<file path="src/sv/css_pkg.sv">
package css_pkg;

    localparam int DEPTH       = 64;
    localparam int VALUE_WIDTH = 32;
    localparam int IDX_W       = $clog2(DEPTH);
    localparam int CNT_W       = $clog2(DEPTH + 1);

    typedef logic [VALUE_WIDTH-1:0] value_t;
    typedef logic [IDX_W-1:0]       idx_t;
    typedef logic [CNT_W-1:0]       cnt_t;

    // Store access requested by the sequencer
    typedef struct packed {
        logic   we;
        idx_t   waddr;
        value_t wdata;
        idx_t   raddr;
    } mem_req_t;

    // Operands for the compare-exchange unit
    typedef struct packed {
        logic   fwd;
        value_t carry;
    } cmp_req_t;

    // Compare-exchange outcome
    typedef struct packed {
        logic   swap;
        value_t wr_value;
        value_t carry_value;
    } cmp_res_t;

    typedef enum logic [7:0] {
        ST_LOAD   = 8'b0000_0001,
        ST_FETCH  = 8'b0000_0010,
        ST_CARRY  = 8'b0000_0100,
        ST_RUN    = 8'b0000_1000,
        ST_TURN   = 8'b0001_0000,
        ST_EMRD   = 8'b0010_0000,
        ST_EMLD   = 8'b0100_0000,
        ST_EMHOLD = 8'b1000_0000
    } state_t;

endpackage

</file>
<file path="src/sv/css_ram.sv">
module css_ram #(
    parameter int WIDTH = 32,
    parameter int DEPTH = 64
) (
    input  logic                     aclk,
    input  logic                     we,
    input  logic [$clog2(DEPTH)-1:0] waddr,
    input  logic [WIDTH-1:0]         wdata,
    input  logic [$clog2(DEPTH)-1:0] raddr,
    output logic [WIDTH-1:0]         rdata
);

    logic [WIDTH-1:0] mem [DEPTH];

    always_ff @(posedge aclk) begin
        if (we) begin
            mem[waddr] <= wdata;
        end
        rdata <= mem[raddr];
    end

endmodule

</file>
<file path="src/sv/css_cmpx.sv">
module css_cmpx (
    input  css_pkg::cmp_req_t cmp_req,
    input  css_pkg::value_t   next_value,
    output css_pkg::cmp_res_t cmp_res
);

    import css_pkg::*;

    logic gt;

    // Forward passes carry the larger value up, backward passes the smaller down
    assign gt = cmp_req.fwd ? ($signed(cmp_req.carry) > $signed(next_value))
                            : ($signed(next_value) > $signed(cmp_req.carry));

    always_comb begin
        cmp_res.swap        = gt;
        cmp_res.wr_value    = gt ? next_value : cmp_req.carry;
        cmp_res.carry_value = gt ? cmp_req.carry : next_value;
    end

endmodule

</file>
<file path="src/sv/css_ctrl.sv">
module css_ctrl (
    input  logic                        aclk,
    input  logic                        aresetn,
    input  logic                        s_tvalid,
    output logic                        s_tready,
    input  logic [css_pkg::VALUE_WIDTH-1:0] s_tdata,
    input  logic                        s_tlast,
    output logic                        m_tvalid,
    input  logic                        m_tready,
    output logic [css_pkg::VALUE_WIDTH-1:0] m_tdata,
    output logic                        m_tlast,
    output logic                        m_tuser,
    output css_pkg::mem_req_t           mem_req,
    input  css_pkg::value_t             rd_data,
    output css_pkg::cmp_req_t           cmp_req,
    input  css_pkg::cmp_res_t           cmp_res
);

    import css_pkg::*;

    state_t state_reg, state_next;
    cnt_t   count_reg, count_next;
    idx_t   scan_reg, scan_next;
    idx_t   low_reg, low_next;
    idx_t   high_reg, high_next;
    logic   fwd_reg, fwd_next;
    logic   swap_reg, swap_next;
    logic   ovf_reg, ovf_next;
    value_t carry_reg, carry_next;
    value_t out_data_reg, out_data_next;
    logic   out_last_reg, out_last_next;
    logic   out_ovf_reg, out_ovf_next;
    logic   out_valid_reg, out_valid_next;

    logic   in_acc;
    logic   out_acc;
    cnt_t   load_cnt;
    idx_t   scan_step;
    idx_t   high_dec;
    idx_t   low_inc;

    assign s_tready = (state_reg == ST_LOAD);
    assign in_acc   = s_tvalid && s_tready;
    assign out_acc  = out_valid_reg && m_tready;

    assign m_tvalid = out_valid_reg;
    assign m_tdata  = out_data_reg;
    assign m_tlast  = out_last_reg;
    assign m_tuser  = out_ovf_reg;

    assign cmp_req.fwd   = fwd_reg;
    assign cmp_req.carry = carry_reg;

    assign scan_step = fwd_reg ? IDX_W'(scan_reg + 1'b1) : IDX_W'(scan_reg - 1'b1);
    assign high_dec  = IDX_W'(high_reg - 1'b1);
    assign low_inc   = IDX_W'(low_reg + 1'b1);
    assign load_cnt  = (count_reg < CNT_W'(DEPTH)) ? CNT_W'(count_reg + 1'b1) : count_reg;

    always_comb begin
        state_next     = state_reg;
        count_next     = count_reg;
        scan_next      = scan_reg;
        low_next       = low_reg;
        high_next      = high_reg;
        fwd_next       = fwd_reg;
        swap_next      = swap_reg;
        ovf_next       = ovf_reg;
        carry_next     = carry_reg;
        out_data_next  = out_data_reg;
        out_last_next  = out_last_reg;
        out_ovf_next   = out_ovf_reg;
        out_valid_next = out_valid_reg;
        mem_req.we     = 1'b0;
        mem_req.waddr  = scan_reg;
        mem_req.wdata  = carry_reg;
        mem_req.raddr  = scan_reg;

        unique case (state_reg)
            ST_LOAD: begin
                if (in_acc) begin
                    if (count_reg < CNT_W'(DEPTH)) begin
                        mem_req.we    = 1'b1;
                        mem_req.waddr = count_reg[IDX_W-1:0];
                        mem_req.wdata = s_tdata;
                    end else begin
                        ovf_next = 1'b1;
                    end
                    count_next = load_cnt;
                    if (s_tlast) begin
                        scan_next = '0;
                        low_next  = '0;
                        high_next = IDX_W'(load_cnt - 1'b1);
                        fwd_next  = 1'b1;
                        swap_next = 1'b0;
                        // a single element is already in order
                        state_next = (load_cnt == CNT_W'(1)) ? ST_EMRD : ST_FETCH;
                    end
                end
            end
            ST_FETCH: begin
                state_next = ST_CARRY;
            end
            ST_CARRY: begin
                carry_next    = rd_data;
                mem_req.raddr = IDX_W'(scan_reg + 1'b1);
                state_next    = ST_RUN;
            end
            ST_RUN: begin
                mem_req.we    = 1'b1;
                mem_req.wdata = cmp_res.wr_value;
                carry_next    = cmp_res.carry_value;
                swap_next     = swap_reg | cmp_res.swap;
                scan_next     = scan_step;
                if (fwd_reg ? (scan_step == high_reg) : (scan_step == low_reg)) begin
                    state_next = ST_TURN;
                end else begin
                    mem_req.raddr = fwd_reg ? IDX_W'(scan_step + 1'b1)
                                            : IDX_W'(scan_step - 1'b1);
                end
            end
            ST_TURN: begin
                // park the carried value at the end of the pass
                mem_req.we = 1'b1;
                priority if (!swap_reg) begin
                    scan_next  = '0;
                    state_next = ST_EMRD;
                end else if (fwd_reg) begin
                    if (low_reg == high_dec) begin
                        scan_next  = '0;
                        state_next = ST_EMRD;
                    end else begin
                        high_next     = high_dec;
                        fwd_next      = 1'b0;
                        swap_next     = 1'b0;
                        mem_req.raddr = IDX_W'(scan_reg - 1'b1);
                        state_next    = ST_RUN;
                    end
                end else begin
                    if (low_inc == high_reg) begin
                        scan_next  = '0;
                        state_next = ST_EMRD;
                    end else begin
                        low_next      = low_inc;
                        fwd_next      = 1'b1;
                        swap_next     = 1'b0;
                        mem_req.raddr = IDX_W'(scan_reg + 1'b1);
                        state_next    = ST_RUN;
                    end
                end
            end
            ST_EMRD: begin
                state_next = ST_EMLD;
            end
            ST_EMLD: begin
                out_data_next  = rd_data;
                out_last_next  = (CNT_W'(scan_reg) == CNT_W'(count_reg - 1'b1));
                out_ovf_next   = ovf_reg;
                out_valid_next = 1'b1;
                state_next     = ST_EMHOLD;
            end
            ST_EMHOLD: begin
                if (out_acc) begin
                    out_valid_next = 1'b0;
                    if (out_last_reg) begin
                        count_next = '0;
                        ovf_next   = 1'b0;
                        scan_next  = '0;
                        low_next   = '0;
                        high_next  = '0;
                        fwd_next   = 1'b1;
                        swap_next  = 1'b0;
                        state_next = ST_LOAD;
                    end else begin
                        scan_next     = IDX_W'(scan_reg + 1'b1);
                        mem_req.raddr = IDX_W'(scan_reg + 1'b1);
                        state_next    = ST_EMLD;
                    end
                end
            end
            default: begin
                state_next = ST_LOAD;
            end
        endcase
    end

    always_ff @(posedge aclk) begin
        if (!aresetn) begin
            state_reg     <= ST_LOAD;
            count_reg     <= '0;
            scan_reg      <= '0;
            low_reg       <= '0;
            high_reg      <= '0;
            fwd_reg       <= 1'b1;
            swap_reg      <= 1'b0;
            ovf_reg       <= 1'b0;
            out_valid_reg <= 1'b0;
        end else begin
            state_reg     <= state_next;
            count_reg     <= count_next;
            scan_reg      <= scan_next;
            low_reg       <= low_next;
            high_reg      <= high_next;
            fwd_reg       <= fwd_next;
            swap_reg      <= swap_next;
            ovf_reg       <= ovf_next;
            out_valid_reg <= out_valid_next;
        end
    end

    always_ff @(posedge aclk) begin
        carry_reg    <= carry_next;
        out_data_reg <= out_data_next;
        out_last_reg <= out_last_next;
        out_ovf_reg  <= out_ovf_next;
    end

    a_no_overlap: assert property (@(posedge aclk) disable iff (!aresetn)
        !(s_tready && m_tvalid))
        else $error("input taken while a result is pending");

    a_bounds_order: assert property (@(posedge aclk) disable iff (!aresetn)
        (state_reg == ST_RUN || state_reg == ST_TURN) |-> (low_reg < high_reg))
        else $error("sort bounds crossed");

    a_scan_inside: assert property (@(posedge aclk) disable iff (!aresetn)
        (state_reg == ST_RUN) |-> (fwd_reg ? (scan_reg < high_reg) : (scan_reg > low_reg)))
        else $error("scan position outside pass window");

    a_last_returns: assert property (@(posedge aclk) disable iff (!aresetn)
        (m_tvalid && m_tready && m_tlast) |=> (s_tready && count_reg == '0 && !ovf_reg))
        else $error("block not back to loading after final result");

    a_hold_valid: assert property (@(posedge aclk) disable iff (!aresetn)
        (state_reg == ST_EMHOLD) |-> m_tvalid)
        else $error("result slot empty while holding");

endmodule

</file>
<file path="src/sv/cocktail_shaker_sorter_unit.sv">
// Cocktail shaker sorter.
// Input channel s_*: one signed 32-bit value per item in s_tdata; s_tlast marks the
// final value of a set and starts the sort. Up to 64 values are held; further items
// are dropped and every result of that set carries m_tuser = 1.
// Result channel m_*: the held values in ascending order, m_tlast on the final one.
// Loading takes one cycle per item. The sort runs on one compare-exchange
// unit over a single-port-write store: one compare per cycle, except while it
// starts (states FETCH, CARRY) and at each pass turn (write back the carried value,
// then reload the carry). After the sort, states EMRD and EMLD read and register
// the first result; after each accepted result m_tvalid drops while the next one
// is read from the store.
// s_tready is low from the last item of a set until its final result is taken.
// A stall on m_tready holds the current result and pauses the emission sequence.
// Reset (aresetn low, synchronous) empties the set and returns to loading; the
// store contents are not cleared.
module cocktail_shaker_sorter_unit (
    input  logic        aclk,
    input  logic        aresetn,
    input  logic        s_tvalid,
    output logic        s_tready,
    input  logic [31:0] s_tdata,   // [31:0] item_value
    input  logic        s_tlast,
    output logic        m_tvalid,
    input  logic        m_tready,
    output logic [31:0] m_tdata,   // [31:0] sorted_value
    output logic        m_tlast,
    output logic        m_tuser    // [0] overflowed
);

    import css_pkg::*;

    mem_req_t mem_req;
    value_t   rd_data;
    cmp_req_t cmp_req;
    cmp_res_t cmp_res;

    css_ctrl u_ctrl (
        .aclk     (aclk),
        .aresetn  (aresetn),
        .s_tvalid (s_tvalid),
        .s_tready (s_tready),
        .s_tdata  (s_tdata),
        .s_tlast  (s_tlast),
        .m_tvalid (m_tvalid),
        .m_tready (m_tready),
        .m_tdata  (m_tdata),
        .m_tlast  (m_tlast),
        .m_tuser  (m_tuser),
        .mem_req  (mem_req),
        .rd_data  (rd_data),
        .cmp_req  (cmp_req),
        .cmp_res  (cmp_res)
    );

    css_cmpx u_cmpx (
        .cmp_req    (cmp_req),
        .next_value (rd_data),
        .cmp_res    (cmp_res)
    );

    css_ram #(
        .WIDTH (VALUE_WIDTH),
        .DEPTH (DEPTH)
    ) u_store (
        .aclk  (aclk),
        .we    (mem_req.we),
        .waddr (mem_req.waddr),
        .wdata (mem_req.wdata),
        .raddr (mem_req.raddr),
        .rdata (rd_data)
    );

endmodule
</file>
<file path="config.mk">
export PLATFORM = sky130hd
export DESIGN_NAME = cocktail_shaker_sorter_unit
export DESIGN_NICKNAME = d
export VERILOG_FILES = /design/src/sv/css_pkg.sv /design/src/sv/css_ram.sv /design/src/sv/css_cmpx.sv /design/src/sv/css_ctrl.sv /design/src/sv/cocktail_shaker_sorter_unit.sv
export SDC_FILE = /design/constraint.sdc
export NUM_CORES = 2
export LEC_CHECK = 0
export ABC_AREA = 1
export BUFFER_PORTS_ARGS = -buffer_cell sky130_fd_sc_hd__buf_2
export CAP_MARGIN = 20
export CORE_ASPECT_RATIO = 0.5
export CORE_MARGIN = 5
export CORE_UTILIZATION = 30
export DETAILED_ROUTE_END_ITERATION = 8
export PLACE_DENSITY = 0.42
export SYNTH_ARGS = -nofsm -noshare
export SYNTH_HDL_FRONTEND = slang
export SYNTH_SLANG_ARGS = --single-unit
</file>
<file path="constraint.sdc">
create_clock -name aclk -period 10.82 [get_ports aclk]
set_clock_uncertainty 0.05 [all_clocks]
set_input_delay 1.623 -clock aclk [delete_from_list [all_inputs] [get_ports aclk]]
set_output_delay 1.623 -clock aclk [all_outputs]
set_load 0.01 [all_outputs]
</file>
Word level (Yosys, flattened, before mapping)
Memory sizes are Yosys's and may differ from the RTL's. A register that Yosys moved wholly into a read port is not among the register bits.
Index checks and enable logic that the tools add are counted.
Widths: inputs -> output; s select.
{"block": "totals", "mem_count": 1, "input_bits": 37, "out_inout_bits": 36, "register_bits": 103, "elab_cells": 154, "ramBits": 2048}
{"name": "u_store.mem", "words": 64, "word_bits": 32, "rd": 1, "rd_clocked_by_memory_dff": 1, "write_ports": 1, "line": "css_ram.sv:13", "text": "logic [WIDTH-1:0] mem [DEPTH];"}
{"block": "op_classes", "reduce_logical": 18, "order_cmp": 3, "bitwise_logic": 1, "n_addsub": 9, "n_eq_ne": 28, "n_mux": 81}
{"op": "$mux 6", "n": 31}
{"op": "$pmux 32 s2", "n": 2}
{"op": "$mux 39", "n": 2}
{"op": "$gt 32x32->1", "n": 2}
{"op": "$mux 32", "n": 2}
{"op": "$pmux 8 s8", "n": 1}
{"op": "$mux 8", "n": 6}
{"op": "$pmux 6 s4", "n": 2}
{"op": "$pmux 6 s3", "n": 2}
{"op": "$mux 7", "n": 5}
{"op": "$eq 6x6->1", "n": 4}
{"op": "$sub 6x1->6 const B", "n": 4}
{"op": "$mux 1", "n": 22}
{"op": "$add 6x1->6 const B", "n": 3}
{"op": "$reduce_and 8->1", "n": 2}
{"op": "$ne 2x2->1 const B", "n": 7}
{"op": "$pmux 7 s2", "n": 1}
{"op": "$reduce_and 6->1", "n": 2}
{"op": "$ne 2x1->1 const B", "n": 5}
{"op": "$reduce_and 5->1", "n": 2}
{"op": "$eq 8x1->1 const B", "n": 1}
{"op": "$eq 8x2->1 const B", "n": 1}
{"op": "$eq 8x3->1 const B", "n": 1}
{"op": "$eq 8x4->1 const B", "n": 1}
{"op": "other kinds (22)", "n": 29}

Depth between registers and ports, before layout
{"block": "depth", "depth_word": 7, "ltp_mapped": 26, "depth_no_buf": 23}

Hierarchy
Synthesis repeated with hierarchy kept, for this count alone.
{"block": "unflattened", "cells_unflattened": 8174, "area_unflattened_um2": 91751.7}
{"module": "css_ram", "seq_area_each_um2": 62139.6, "cells_per_inst": 6770, "instances": 1, "area_per_inst_um2": 82735.6}
{"module": "css_ctrl", "seq_area_each_um2": 2722.6, "cells_per_inst": 1041, "instances": 1, "area_per_inst_um2": 7130.6}
{"module": "css_cmpx", "seq_area_each_um2": 0.0, "cells_per_inst": 363, "instances": 1, "area_per_inst_um2": 1885.6}

Worst setup path before layout
No wires, ideal clock.
{"block": "synth_timing", "kind": "register -> register", "start": "register u_ctrl.carry_reg[23]", "end": "memory u_store.mem[0][8], data pin", "n_path_buf": 1, "path_stages_with_launch": 15, "slack_ns": 5.399, "setup_time_ns": 0.702, "arrival_time_ns": 4.669, "required_ns": 10.068, "path_cell_list": "edfxtp_1 > inv_1 > ha_1 > nand2_1 > nor2_1 > nand4_1 > nor4_1 > o21ai_0 > nand2_1 > xnor2_1 > o21ai_1 > inv_1 > clkbuf_1 > o21ai_0 > o21ai_0"}
{"item": "start, declared", "line": "css_ctrl.sv:29", "text": "value_t carry_reg, carry_next;"}
{"item": "start signal, assigned", "line": "css_ctrl.sv:211", "text": "carry_reg <= carry_next;"}
{"item": "end, declared", "line": "css_ram.sv:13"}

Final worst setup path
{"block": "layout_timing", "start": "register u_ctrl.state_reg[5]", "end": "register u_store.rdata[20] (read register of u_store.mem)"}
{"block": "layout_between", "elab_chain_cells": 2}
{"item": "start, declared", "line": "css_ctrl.sv:21", "text": "state_t state_reg, state_next;"}
{"item": "start signal, assigned", "line": "css_ctrl.sv:198", "text": "state_reg <= state_next;"}
{"item": "$eq 8x8->1 (tied with other cells)", "line": "css_ctrl.sv:78", "text": "unique case (state_reg)"}
{"item": "$pmux 6 s4 (*)", "line": "css_ctrl.sv:78"}
{"item": "end, declared", "line": "css_ram.sv:10", "text": "output logic [WIDTH-1:0] rdata"}
Every way passes the cells marked *; elsewhere a longest branch is shown, timed or not.
A chain may end at the register's enable or synchronous reset.

==> results.py <==
metrics = {
    "run_status": {
        "status": "completed",
    },
    "floorplanning": {
        "boundaryPins": 73,
        "initial_core_util_pct": 30.2,
        "die_h_um": 413,
        "die_x_um": 815,
        "fp.dieArea_sq_um": 336000,
        "core-area_sq_um": 322000,
        "rows": 147,
    },
    "pwr": {
        "p_leak_uw": 0.0411,
        "ir_worst_vdd_mv": 0.218,
        "p_per_area_nw_per_um2": 259,
    },
    "yosys": {
        "ys_warn_count": 0,
        "ys_top_cells_by_area": "edfxtp_1, nand3_1, nand2_1",
        "yosys.area.top_type": "edfxtp_1",
        "synth_cell_types": 46,
        "syn_area_sq_um": 97300,
        "ys_ff_latch": 2183,
        "ys.flop_type": "edfxtp_1",
        "synth_edf_count": 2114,
        "syn_nets": 8924,
        "synthCells": 8842,
        "synth.top_cell.area_share_pct": 65.2,
        "syn_area_per_cell_sq_um": 11.0,
        "async_flop_share_pct": 0,
        "yosysSeqAreaShare_pct": 66.7,
    },
    "setup_path": {
        "critical_path_class": "reg -> reg",
        "required_ps": 11500,
        "startpoint_type": "flop",
        "arrival_ps": 7620,
        "path_max_fanout": 145,
        "end_kind": "flop",
    },
    "run": {
        "drv_cap": 0,
    },
    "clocking": {
        "clkLatencyLatePin_ps": 890,
        "cts_inserted_buffers": 220,
        "max-clock-path-buffers": 4,
        "root_buffer": "clkbuf_16",
        "clk_pin_slew_ps": 70,
        "clkSinkCount": 2183,
        "cts_resized": 0,
        "cts_tree": "yes",
        "cts_setup_buffers": 0,
        "hold_buffers": 0,
        "htreeDepth": 4,
    },
    "global_routing": {
        "grt_overflow": 0,
        "antenna_found_initial": 26,
        "grt_pass1_wl_um": 487000,
        "track_usage_pct": 19.8,
        "grt_max_degree": 177,
        "grt_pass1_vias": 63013,
    },
    "route": {
        "wl_per_cell_um": 25.9,
        "ant_nets": 0,
        "vias": 66494,
        "first_pass_iters": 5,
        "wl_um": 343000,
        "drt_iter0_markers": 6966,
        "post-route-drc-count": 0,
        "viasPerCell": 5.03,
    },
    "sta": {
        "fmax_ghz": 0.144,
        "final.min_clock_period_ps": 6940,
        "setup_tns_ps": 0,
        "finalHoldViolCount": 0,
        "drv_slew": 0,
        "max_slew.worst_pin.slew_ps": 1270,
        "setup_ws_ps": 3880,
        "rsz0062_at_grt": "false",
        "fin_crit_sh_pct": 64.1,
        "finalSetupViolations": 0,
        "relSlewSlack_pct": 15.2,
    },
    "cells_and_area": {
        "fin_nets": 8806,
        "area_growth_pct": 12.3,
        "drive_gt1_share_pct": 7.52,
        "fill_cells": 32325,
        "top_register": "u_store.mem",
        "layout.cells.non_filler": 13229,
        "largest_register_ffs": 2048,
    },
    "placement": {
        "place_congestion": 0.848,
        "dp_slack_ps": 3810,
        "dp_hpwl_um": 176000,
        "io_buffers": 72,
        "post-place-cells": 12823,
    },
    "hold_path": {
        "worstHoldPathType": "reg -> reg",
    },
}
## metal layers
metal / vias to the layer above / wire length [um] / track usage [%]
met5: - / 0 / 0
met4: 0 / 7510 / 4.40
met1: 33883 / 163000 / 29.2
li1: 30366 / - / -
met2: 1885 / 152000 / 30.6
met3: 360 / 21000 / 2.89
## path summary, 6_finish.rpt
| check | from | endpoint | slack [ps] | depth (start not counted) |
|---|---|---|---|---|
| max | u_ctrl.state_reg[5]$_SDFFE_PN0P_ | u_store.rdata[20]$_DFF_P_ | 3880 | 19 |
| min | u_ctrl.ovf_reg$_SDFFE_PN0P_ | u_ctrl.m_tuser$_DFFE_PP_ | 390 | 0 |
| max reg2reg | u_ctrl.state_reg[5]$_SDFFE_PN0P_ | u_store.rdata[20]$_DFF_P_ | 3880 | 19 |
| min reg2reg | u_ctrl.ovf_reg$_SDFFE_PN0P_ | u_ctrl.m_tuser$_DFFE_PP_ | 390 | 0 |
## worst max-delay path: stages, from the launching register on
cell and delay, ps:
dfxtp_1 340, inv_2 70, nand2_1 90, nor2_2 170
nand4_2 330, inv_2 110, buf_4 480, nor3_4 190
nor3_1 370, nand3_4 640, nand2_8 850, buf_12 430
buf_4 750, nand2_1 100, nand3_1 120, nand3_1 90
nand3_1 120, nand3_1 240, nand3_1 620, nand2_1 110
## metrics by stage
stage          hold WS (ps)  util, %  area [sq um]  total power (uW)
2_1_floorplan           358        -         97300             16700
3_3_place_gp            367     31.8        102000             21200
3_5_place_dp            374     31.9        103000             21200
4_1_cts                 396     33.9        109000             28600
5_1_grt                 411     33.9        109000             29600
6_report                392     33.9        109000             28300
## synth_stat cells (2+ instances only)
cell type	count
a21oi_1	44
nand3b_1	737
dfxtp_1	69
a22oi_1	37
nand2_1	1642
clkbuf_1	82
buf_2	343
o21ai_0	105
inv_2	17
xor2_1	16
buf_6	22
inv_1	1017
a211oi_1	12
nand3_1	1985
nand2_2	8
nor2_2	9
nor2_1	279
edfxtp_1	2114
clkinv_1	2
nor3_1	16
buf_1	62
or2_2	2
nor4_1	5
a31oi_1	6
buf_4	71
ha_1	45
o21ai_1	5
a221oi_1	8
xnor2_1	6
o2111ai_1	2
nand4_1	17
o211ai_1	38
o22ai_1	6
## report_power, final
part,leakage (uW),switching [uW],total (uW),internal (uW)
combinational,0.0181,7400,9270,1870
sequential,0.0197,335,11600,11300
clock,0.00326,3380,7410,4030
total,0.0411,11100,28300,17200
## placed cells by master (no fill, tap or decap), drive strengths merged, types with 8 or more instances in the layout
cell,synthesis,routed
a211oi,12,12
a21oi,44,44
a221oi,8,8
a22oi,37,37
buf,498,241
bufinv,0,8
clkbuf,83,296
clkinv,2,90
dfxtp,69,69
diode,0,9
edfxtp,2114,2114
ha,45,45
inv,1034,1038
nand2,1651,1651
nand3,1986,1986
nand3b,737,737
nand4,18,18
nor2,289,289
nor3,18,18
o211ai,39,39
o21ai,111,111
xor2,16,16
## cell families (layout without fill, tap and decap cells)
logic type | Yosys count | in the layout | synth area share [%]
flip-flops | 2183 | 2183 | 66.7
other | 0 | 9 | 0
XOR/XNOR | 22 | 22 | 0.198
adder cells (fa/ha/maj) | 45 | 45 | 0.579
AO/OA/AOI/OAI | 267 | 267 | 1.67
AND/OR/NAND/NOR | 4708 | 4708 | 23.8
buffers and inverters | 1617 | 1674 | 7.13
## layout make-up
type / instances / area [sq um] / area share, %
sequential: 2183 / 64900 / 59.4
multi-input combinational: 5042 / 26500 / 24.2
tap: 4321 / 5410 / 4.95
clock buffer: 296 / 5960 / 5.45
timing repair buffer: 241 / 1910 / 1.75
clock inverter: 101 / 697 / 0.638
antenna: 9 / 22.5 / 0.0206
inverter: 1036 / 3900 / 3.57
Power figures use the tool's default switching activity.
